File: config.mk
export PLATFORM = sky130hd
export DESIGN_NAME = deque_with_linear_search
export DESIGN_NICKNAME = d
export VERILOG_FILES = /design/src/sv/dlq_pkg.sv /design/src/sv/dlq_ram.sv /design/src/sv/deque_with_linear_search.sv
export SDC_FILE = /design/constraint.sdc
export NUM_CORES = 1
export LEC_CHECK = 0
export ABC_AREA = 1
export BUFFER_PORTS_ARGS = -buffer_cell sky130_fd_sc_hd__buf_2
export CORE_ASPECT_RATIO = 0.8
export CORE_MARGIN = 2
export CORE_UTILIZATION = 35
export DETAILED_ROUTE_END_ITERATION = 10
export SLEW_MARGIN = 20
export SYNTH_ARGS = -nofsm -noshare
export SYNTH_HDL_FRONTEND = slang
export SYNTH_HIERARCHICAL = 1
export SYNTH_SLANG_ARGS = --single-unit
File: constraint.sdc
create_clock -name clk -period 3.52 [get_ports clk]
set_input_delay 0.528 -clock clk [delete_from_list [all_inputs] [get_ports clk]]
set_output_delay 0.528 -clock clk [all_outputs]
set_load 0.01 [all_outputs]
File: src/sv/dlq_pkg.sv
`default_nettype none

package dlq_pkg;

  localparam int DATA_W    = 32;
  localparam int DEF_DEPTH = 16;

  // opcodes
  localparam logic [2:0] OP_PUSH_FRONT = 3'd0;
  localparam logic [2:0] OP_POP_FRONT  = 3'd1;
  localparam logic [2:0] OP_PUSH_BACK  = 3'd2;
  localparam logic [2:0] OP_POP_BACK   = 3'd3;
  localparam logic [2:0] OP_SEARCH     = 3'd4;
  localparam logic [2:0] OP_DUMP       = 3'd5;

  // status codes
  localparam logic [1:0] ST_OK    = 2'd0;
  localparam logic [1:0] ST_EMPTY = 2'd1;
  localparam logic [1:0] ST_FULL  = 2'd2;

  typedef enum logic [1:0] {
    S_IDLE = 2'b01,
    S_SCAN = 2'b10
  } dlq_state_t;

endpackage

`default_nettype wire

File: src/sv/dlq_ram.sv
`default_nettype none

module dlq_ram #(
  parameter int DEPTH = dlq_pkg::DEF_DEPTH,
  parameter int AW    = $clog2(dlq_pkg::DEF_DEPTH)
) (
  input  wire logic                      clk,
  input  wire logic                      wr_en,
  input  wire logic [AW-1:0]             wr_addr,
  input  wire logic [dlq_pkg::DATA_W-1:0] wr_data,
  input  wire logic                      rd_en,
  input  wire logic [AW-1:0]             rd_addr,
  output logic      [dlq_pkg::DATA_W-1:0] rd_data
);
  import dlq_pkg::*;

  logic [DATA_W-1:0] mem [DEPTH];

  always_ff @(posedge clk) begin
    if (wr_en) begin
      mem[wr_addr] <= wr_data;
    end
  end

  // read data holds until the next read
  always_ff @(posedge clk) begin
    if (rd_en) begin
      rd_data <= mem[rd_addr];
    end
  end

endmodule

`default_nettype wire

File: src/sv/deque_with_linear_search.sv
`default_nettype none

// Bounded double-ended queue of signed 32-bit words held in a DEPTH-entry
// single-port-read ring memory. Push and pop at either end answer directly:
// the word is accepted and its single result word is offered on the next
// cycle. Search and dump walk the stored words front to back through the
// memory's one read port through a registered read, one word per cycle while
// rsp_stall is low: a search stops at the first match,
// a dump of n words gives n result words at one per cycle while rsp_stall is
// low, the last marked by last_item. A push on a full queue is dropped with
// status full, a pop or dump on an empty queue reports status empty. A new
// word is taken only once the previous one has finished its walk, and no
// earlier than the cycle in which its last result word leaves; a result held
// by rsp_stall holds off the next word. Storage needs no clearing after
// reset; the queue starts empty.
module deque_with_linear_search #(
  parameter int DEPTH = dlq_pkg::DEF_DEPTH
) (
  input  wire logic                             clk,
  input  wire logic                             rst,
  input  wire logic                             req_valid,
  output logic                                  req_stall,
  input  wire logic [2:0]                       opcode,
  input  wire logic signed [dlq_pkg::DATA_W-1:0] item_in,
  output logic                                  rsp_valid,
  input  wire logic                             rsp_stall,
  output logic      [1:0]                       status,
  output logic                                  found,
  output logic signed [dlq_pkg::DATA_W-1:0]     item_out,
  output logic                                  last_item,
  output logic      [$clog2(DEPTH+1)-1:0]       occupancy
);
  import dlq_pkg::*;

  localparam int AW = $clog2(DEPTH);
  localparam int CW = $clog2(DEPTH + 1);
  localparam logic [AW-1:0] LAST_ADDR = AW'(DEPTH - 1);
  localparam logic [CW-1:0] DEPTH_C   = CW'(DEPTH);
  localparam logic [AW:0]   DEPTH_S   = (AW+1)'(DEPTH);

  function automatic logic [AW-1:0] wrap_inc(input logic [AW-1:0] a);
    wrap_inc = (a == LAST_ADDR) ? '0 : a + 1'b1;
  endfunction

  dlq_state_t state;
  logic [AW-1:0] front, front_next;
  logic [CW-1:0] count, count_next;
  logic          is_dump;
  logic [DATA_W-1:0] key;
  logic [CW-1:0] iss, cons;
  logic [AW-1:0] rd_addr;
  logic          dv;
  logic [DATA_W-1:0] rd_data;

  logic out_free, accept, consume, issue, match, last_elem, done_now;
  logic start_scan, wr_en;
  logic [AW-1:0] wr_addr;
  logic [1:0]    imm_status;
  logic [AW:0]   bsum, bsub;
  logic [AW-1:0] back_addr, front_dec;
  logic full, empty;

  assign out_free  = !rsp_valid || !rsp_stall;
  assign req_stall = !(state == S_IDLE && out_free);
  assign accept    = req_valid && !req_stall;

  assign full  = (count == DEPTH_C);
  assign empty = (count == '0);

  assign bsum      = (AW+1)'(front) + (AW+1)'(count);
  assign bsub      = bsum - DEPTH_S;
  assign back_addr = (bsum >= DEPTH_S) ? bsub[AW-1:0] : bsum[AW-1:0];
  assign front_dec = (front == '0) ? LAST_ADDR : front - 1'b1;

  // decode of an accepted word
  always_comb begin
    front_next = front;
    count_next = count;
    imm_status = ST_OK;
    wr_en      = 1'b0;
    wr_addr    = back_addr;
    start_scan = 1'b0;
    unique case (opcode)
      OP_PUSH_FRONT: begin
        if (full) begin
          imm_status = ST_FULL;
        end else begin
          front_next = front_dec;
          wr_addr    = front_dec;
          wr_en      = accept;
          count_next = count + 1'b1;
        end
      end
      OP_POP_FRONT: begin
        if (empty) begin
          imm_status = ST_EMPTY;
        end else begin
          front_next = wrap_inc(front);
          count_next = count - 1'b1;
        end
      end
      OP_PUSH_BACK: begin
        if (full) begin
          imm_status = ST_FULL;
        end else begin
          wr_en      = accept;
          count_next = count + 1'b1;
        end
      end
      OP_POP_BACK: begin
        if (empty) begin
          imm_status = ST_EMPTY;
        end else begin
          count_next = count - 1'b1;
        end
      end
      OP_SEARCH: begin
        start_scan = !empty;
      end
      OP_DUMP: begin
        if (empty) begin
          imm_status = ST_EMPTY;
        end else begin
          start_scan = 1'b1;
        end
      end
      default: begin
      end
    endcase
  end

  // scan side: rd_data is the word at offset cons when dv is set
  assign match     = (rd_data == key);
  assign last_elem = (cons + 1'b1 == count);
  assign consume   = dv && out_free;
  assign done_now  = consume && (last_elem || (match && !is_dump));
  assign issue     = (state == S_SCAN) && (iss < count) && (!dv || consume) && !done_now;

  dlq_ram #(
    .DEPTH (DEPTH),
    .AW    (AW)
  ) u_ram (
    .clk     (clk),
    .wr_en   (wr_en),
    .wr_addr (wr_addr),
    .wr_data (item_in),
    .rd_en   (issue),
    .rd_addr (rd_addr),
    .rd_data (rd_data)
  );

  always_ff @(posedge clk) begin
    if (rst) begin
      state <= S_IDLE;
      front <= '0;
      count <= '0;
      dv    <= 1'b0;
    end else begin
      unique case (state)
        S_IDLE: begin
          if (accept) begin
            front <= front_next;
            count <= count_next;
            if (start_scan) begin
              state <= S_SCAN;
            end
          end
          dv <= 1'b0;
        end
        S_SCAN: begin
          if (done_now) begin
            state <= S_IDLE;
            dv    <= 1'b0;
          end else if (issue) begin
            dv <= 1'b1;
          end else if (consume) begin
            dv <= 1'b0;
          end
        end
        default: begin
          state <= S_IDLE;
        end
      endcase
    end
  end

  always_ff @(posedge clk) begin
    if (accept && start_scan) begin
      iss     <= '0;
      cons    <= '0;
      rd_addr <= front;
      key     <= item_in;
      is_dump <= (opcode == OP_DUMP);
    end else begin
      if (issue) begin
        iss     <= iss + 1'b1;
        rd_addr <= wrap_inc(rd_addr);
      end
      if (consume) begin
        cons <= cons + 1'b1;
      end
    end
  end

  // result register
  always_ff @(posedge clk) begin
    if (rst) begin
      rsp_valid <= 1'b0;
    end else if (accept) begin
      rsp_valid <= !start_scan;
    end else if (consume && (is_dump || done_now)) begin
      rsp_valid <= 1'b1;
    end else if (!rsp_stall) begin
      rsp_valid <= 1'b0;
    end
  end

  always_ff @(posedge clk) begin
    if (accept && !start_scan) begin
      status    <= imm_status;
      found     <= 1'b0;
      item_out  <= '0;
      last_item <= 1'b1;
      occupancy <= count_next;
    end else if (consume && is_dump) begin
      status    <= ST_OK;
      found     <= 1'b0;
      item_out  <= rd_data;
      last_item <= last_elem;
      occupancy <= count;
    end else if (done_now) begin
      status    <= ST_OK;
      found     <= match;
      item_out  <= '0;
      last_item <= 1'b1;
      occupancy <= count;
    end
  end

  a_count_bound: assert property (@(posedge clk) disable iff (rst)
    count <= DEPTH_C)
    else $error("element count above depth");

  a_scan_holds_count: assert property (@(posedge clk) disable iff (rst)
    (state == S_SCAN) |=> (count == $past(count)) && (front == $past(front)))
    else $error("queue changed during a walk");

  a_write_idle: assert property (@(posedge clk) disable iff (rst)
    wr_en |-> (state == S_IDLE))
    else $error("memory write outside idle");

  a_dv_in_scan: assert property (@(posedge clk) disable iff (rst)
    dv |-> (state == S_SCAN) && (cons < iss))
    else $error("read data valid outside a walk");

  a_issue_bound: assert property (@(posedge clk) disable iff (rst)
    (state == S_SCAN) |-> (iss <= count))
    else $error("read issued past the back");

endmodule

`default_nettype wire

; Word level (Yosys, flattened, before mapping)
; Memory sizes are Yosys's and may differ from the RTL's. A register that Yosys moved wholly into a read port is not among the register bits.
; Index checks and enable logic that the tools add are counted.
[totals]
input_bits = 39
ff_bits = 101
output_inout_bits = 43
ramBits = 512
word_cells = 130
n_memories = 1
[mem_list]
columns = name, words, width, rd, rd_ports_with_merged_regs, wr, line
row1 = u_ram.mem, 16, 32, 1, 1, 1, dlq_ram.sv:17  ; logic [DATA_W-1:0] mem [DEPTH];
[op_classes]
order_cmp = 2
n_addsub = 9
eq_ne = 19
reduce_logical = 40
mux = 44
[ops]
columns = cell, count
row1 = two-way mux 32 bit, 2
row2 = two-way mux 4 bit, 10
row3 = == test 32 bit, 1
row4 = two-way mux 5 bit, 5
row5 = adder 5 x 1 -> 5 bit (second input constant), 3
row6 = two-way mux 1 bit, 14
row7 = two-way mux 2 bit, 7
row8 = logical AND 1 bit, 12
row9 = != test 2 bit (second input constant), 5
row10 = one-hot mux 5 bit (2 select lines), 1
row11 = adder 4 x 1 -> 4 bit (second input constant), 2
row12 = == test 4 bit (second input constant), 2
row13 = zero test 1 bit, 8
row14 = one-hot mux 2 bit (2 select lines), 2
row15 = one-hot mux 4 bit (2 select lines), 1
row16 = nonzero test 2 bit, 4
row17 = subtractor 4 x 1 -> 4 bit (second input constant), 2
row18 = == test 3 x 2 -> 1 bit (second input constant), 2
row19 = == test 3 bit (second input constant), 2
row20 = OR reduction 2 bit, 3
row21 = adder 4 x 5 -> 5 bit, 1
row22 = == test 5 bit, 1
row23 = == test 5 bit (second input constant), 1
row24 = greater-or-equal comparator 5 bit (second input constant), 1
row25 = 17 further kinds, 22

; Logic depth before layout (Yosys ltp)
[logic_depth]
ltp_word = 9
ltp_mapped = 15
mapped_depth_nobuf = 14

; Modules after synthesis
; Netlist, hierarchy kept.
[modules_own_cells]
columns = module, cells_each, n_inst, seq_area_each_um2, area_each_um2
row1 = dlq_ram, 2120, 1, 16335.7, 23058.4
row2 = deque_with_linear_search, 592, 1, 2462.4, 5076.1

; Least setup slack after synthesis
; No wires, ideal clock.
[synth_timing]
path_kind = reg-to-reg
startpoint = register count[0]
endpoint = memory u_ram.mem[12][0] (enable)
setup_time_ns = 0.421
path_buffers = 0
stages_incl_launch_ff = 8
t_arrival_ns = 3.036
path_slack_ns = 0.063
path_cell_list = dfxtp_1 ha_1 inv_1 fa_1 xor2_1 o21ai_0 nand3_1 nor2_1
[synth_between]
elab_chain_len = 5
word_cells_on_any_way = 11
classes_between = add/sub (2) / order compare (1) / eq/ne (1) / mux (7)
[synth_rtl]
columns = element, line
row1 = "start, declared", deque_with_linear_search.sv:47  ; logic [CW-1:0] count, count_next;
row2 = "start signal, assigned", deque_with_linear_search.sv:163  ; count <= count_next;
row3 = adder 4 x 5 -> 5 bit, deque_with_linear_search.sv:70  ; assign bsum = (AW+1)'(front) + (AW+1)'(count);
row4 = subtractor 4 x 1 -> 4 bit or greater-or-equal comparator 5 bit (tied branches), "deque_with_linear_search.sv:71, deque_with_linear_search.sv:72"
row5 = two-way mux 4 bit, deque_with_linear_search.sv:72  ; assign back_addr = (bsum >= DEPTH_S) ? bsub[AW-1:0] : bsum[AW-1:0];
row6 = two-way mux 4 bit, deque_with_linear_search.sv:85  ; if (full) begin
row7 = two-way mux 4 bit (*), deque_with_linear_search.sv:83  ; unique case (opcode)
row8 = via wr_addr[2], deque_with_linear_search.sv:57  ; logic [AW-1:0] wr_addr;
row9 = "end, declared", dlq_ram.sv:17
; Mark *: on every way through the listed nets, which the timed path passes. The rest lies on a longest branch.

; Worst setup path in the final report
[layout_timing]
startpoint = register count[0]
endpoint = memory u_ram.mem[10][21] (enable)
; Same word-level chain as after synthesis.

==> results.yml <==
detailed_routing:
  avgRoutedWirePerCell_um: 18.56
  detail_route.vias_per_cell: 4.786
  drcViolationCount: 0
  vias: 18580
  totalWireLength_mm: 72.06
  first_pass_iters: 5
  ant_nets: 0
  first_iter_violations: 1906
clock_network:
  clk_latency_ps: 630
  cts_tree: "yes"
  clockBufferDepth: 3
  cts_buffers: 68
  cts_resized: 0
  cts_sinks: 645
  root_buffer: "clkbuf_16"
  cts_hold_buffers: 0
  htree_levels: 3
  clk_pin_slew_ps: 60
  cts_setup_buffers: 0
hold_path:
  whs_endpoint: "rsp_valid$_SDFFE_PP0P_"
  hold_path_depth: 2
  hold_start: "rst"
  hold_class: "in2reg"
placement:
  dp_hpwl_mm: 41.91
  place_worst_setup_slack_ps: 660.1
  gp_congestion: 0.8462
  io_buffers: 81
  dp_cells: 3758
  placed_cell_area_um2: 29820
power_and_ir_drop:
  intPower_uw: 13030
  peakVddDrop_uv: 306.4
  p_leak_uw: 0.01340
  swShare_pct: 24.94
  power_frac_seq_pct: 50.3
  combPwrFrac_pct: 9.4
  power_density_nw_per_um2: 542.9
  clockPowerShare_pct: 40.4
  power_switching_uw: 4329
floorplanning:
  initial_utilization_pct: 35.53
  die_x_um: 321.0
  die_area_um2: 82680
  fp.coreArea_um2: 79200
  num_rows: 92
  pin_count: 82
  dieHeight_um: 257.6
sta:
  slew-limit-headroom_pct: 30.59
  grt_setup_unrepaired: "no"
  setup_viol: 0
  setup_tns_ps: 0
  fmax_mhz: 351.7
  slew_viol_final: 0
  clock_skew_ps: 19.12
  hold_viol_final: 0
  final.setup.worst_slack_ps: 676.5
  period_needed_ps: 2843
  min_period_over_period_pct: 80.78
  hold_slack_ps: 127.6
  tightest_slew_ps: 1041
synthesis:
  synth_ff_type: "edfxtp_1"
  synth_warnings: 6
  seq_area_frac_synth_pct: 66.81
  ys_async_sr_fraction_pct: 0
  synth.distinct_cells: 47
  postSynthCellCount: 2712
  synth_edf_count: 588
  syn_area_per_cell_um2: 10.37
  ys_seq_elements: 645
  synth_fp_nets: 2768
  synth_area_um2: 28130
finish:
  layout_commonest_cell: "nand2_1"
  drive_above_1_share_pct: 10.15
  layout.cells.non_filler: 3882
  final_nets: 2850
  design_area_um2: 31970
  syn_to_final_growth_pct: 13.64
  layout_common_cells: "nand2_1 (840), edfxtp_1 (588), inv_1 (451)"
  nFillCells: 7567
setup_path:
  rrSetupSlack_ps: 680
  crit_slowest_cell: "dfxtp_1"
  ff2ff_path_depth: 11
  reg2reg_from: "count[0]$_SDFFE_PP0P_"
  rr_endpoint: "u_ram/mem[10][21]$_DFFE_PP_"
  endpoint_kind: "flop"
  cp-start-kind: "flop"
  crit_arrival_ps: 3130
  cpPeakStageDelay_ps: 470
  critPathMaxFanout: 32
  critPathKind: "reg2reg"
  required_ps: 3810
  cp_cell_sequence: "inv_2 > ha_1 > nand3_2 > inv_1 > nand2_1 > nand2_1 > inv_1 > o21ai_0 > nand3b_1 > nor2_4 > buf_12"
flow_run:
  maxCapViolations: 0
grt:
  grt_pass1_wl_mm: 109.3
  grt_antenna_before_repair: 2
  grt_pass1_vias: 17370
  grt_usage_pct: 17.35
  grt_max_degree: 131
  overflow: 0
status:
  run_status: "finished, final reports clean"
## state kept, by name, summed over array words and instances (netlist names)
| name | cells |
|---|---|
| cons | 5 |
| count | 5 |
| dv | 1 |
| found | 1 |
| front | 4 |
| is_dump | 1 |
| iss | 5 |
| item_out | 32 |
| key | 32 |
| last_item | 1 |
| occupancy | 5 |
| rd_addr | 4 |
| rsp_valid | 1 |
| state | 2 |
| status | 2 |
| u_ram/mem | 512 |
| u_ram/rd_data | 32 |
## power by group through the flow
stage	combinational, uW	sequential (uW)	clock, uW
after CTS	1640	8730	7140
after detailed placement	1630	8890	0
after global routing	1810	8750	7440
after global placement	1630	8890	0
final	1620	8720	7010
after floorplan	976	8910	0
## layout make-up
cell class	instances	area (um^2)	area share, %
antenna	1	2.502	0.007827
timing repair buffer	133	1084	3.389
clock buffer	88	1807	5.651
clock inverter	35	341.6	1.068
tap	1034	1294	4.046
inverter	461	1743	5.451
sequential	645	18800	58.79
multi-input combinational	1485	6904	21.59
## cells by family after synthesis
logic type	Yosys count	share of synthesized area [%]
simple gates	1349	20.37
buf+inv	582	9.090
compound gates	79	1.686
flops	645	66.81
mux	2	0.07560
fa+ha+maj	17	0.7827
xor+xnor	38	1.183
## routing by layer
layer	global-route usage [%]	vias to the layer above	share of wire [%]
li1	-	8980	-
met1	26.22	8872	47
met2	25.76	626	43
met3	3.129	101	7.5
met4	4.206	2	2.0
met5	0	-	0.018
## cells in the mapped netlist (2+ instances only)
library cell / number / area share (%)
clkbuf_1: 18 / 0.24
nand2_1: 840 / 11
nand2_4: 2 / 0.080
a211oi_1: 2 / 0.053
edfxtp_1: 588 / 63
xor2_1: 11 / 0.34
dfxtp_1: 57 / 4.1
o21ai_2: 3 / 0.093
nor3_1: 2 / 0.036
nand2_2: 5 / 0.11
o21ai_0: 26 / 0.46
a21oi_2: 8 / 0.25
nand3b_1: 2 / 0.053
buf_1: 10 / 0.13
buf_6: 33 / 1.3
inv_1: 454 / 6.1
o22ai_1: 2 / 0.044
ha_1: 16 / 0.71
xnor2_1: 27 / 0.84
inv_2: 5 / 0.067
nand3_1: 430 / 7.6
inv_4: 2 / 0.044
nand3_2: 9 / 0.32
buf_2: 49 / 0.87
nor2_1: 51 / 0.68
nor2_2: 2 / 0.044
o21ai_1: 3 / 0.053
a21oi_1: 27 / 0.48
buf_4: 8 / 0.21
nor2_4: 3 / 0.12
## how the worst max path moves through the flow
stage | from | end | cells after the start
after CTS | count[0]$_SDFFE_PP0P_ | u_ram/mem[10][21]$_DFFE_PP_ | 11
after floorplan | count[0]$_SDFFE_PP0P_ | u_ram/mem[12][0]$_DFFE_PP_ | 7
after detailed placement | rsp_stall | u_ram/mem[9][15]$_DFFE_PP_ | 9
final | count[0]$_SDFFE_PP0P_ | u_ram/mem[10][21]$_DFFE_PP_ | 11
after global routing | count[0]$_SDFFE_PP0P_ | u_ram/mem[3][19]$_DFFE_PP_ | 13
after global placement | rsp_stall | u_ram/mem[9][15]$_DFFE_PP_ | 9
## critical path: cells and delay by family (launching register included)
| family | cells | cell delay (ps) |
|---|---|---|
| and+or+nand+nor | 5 | 1040 |
| AOI/OAI and AO/OA | 1 | 170 |
| buffers and inverters | 4 | 570 |
| DFF | 1 | 470 |
| adders and majority gates | 1 | 240 |
## per-stage QoR
step / total power [uW] / utilization, %
global placement: 10510 / 37.66
detailed placement: 10520 / 37.66
floorplan: 9882 / -
finish: 17360 / 40.37
global route: 18000 / 40.37
CTS: 17510 / 40.37
(Power assumes the default switching activity.)
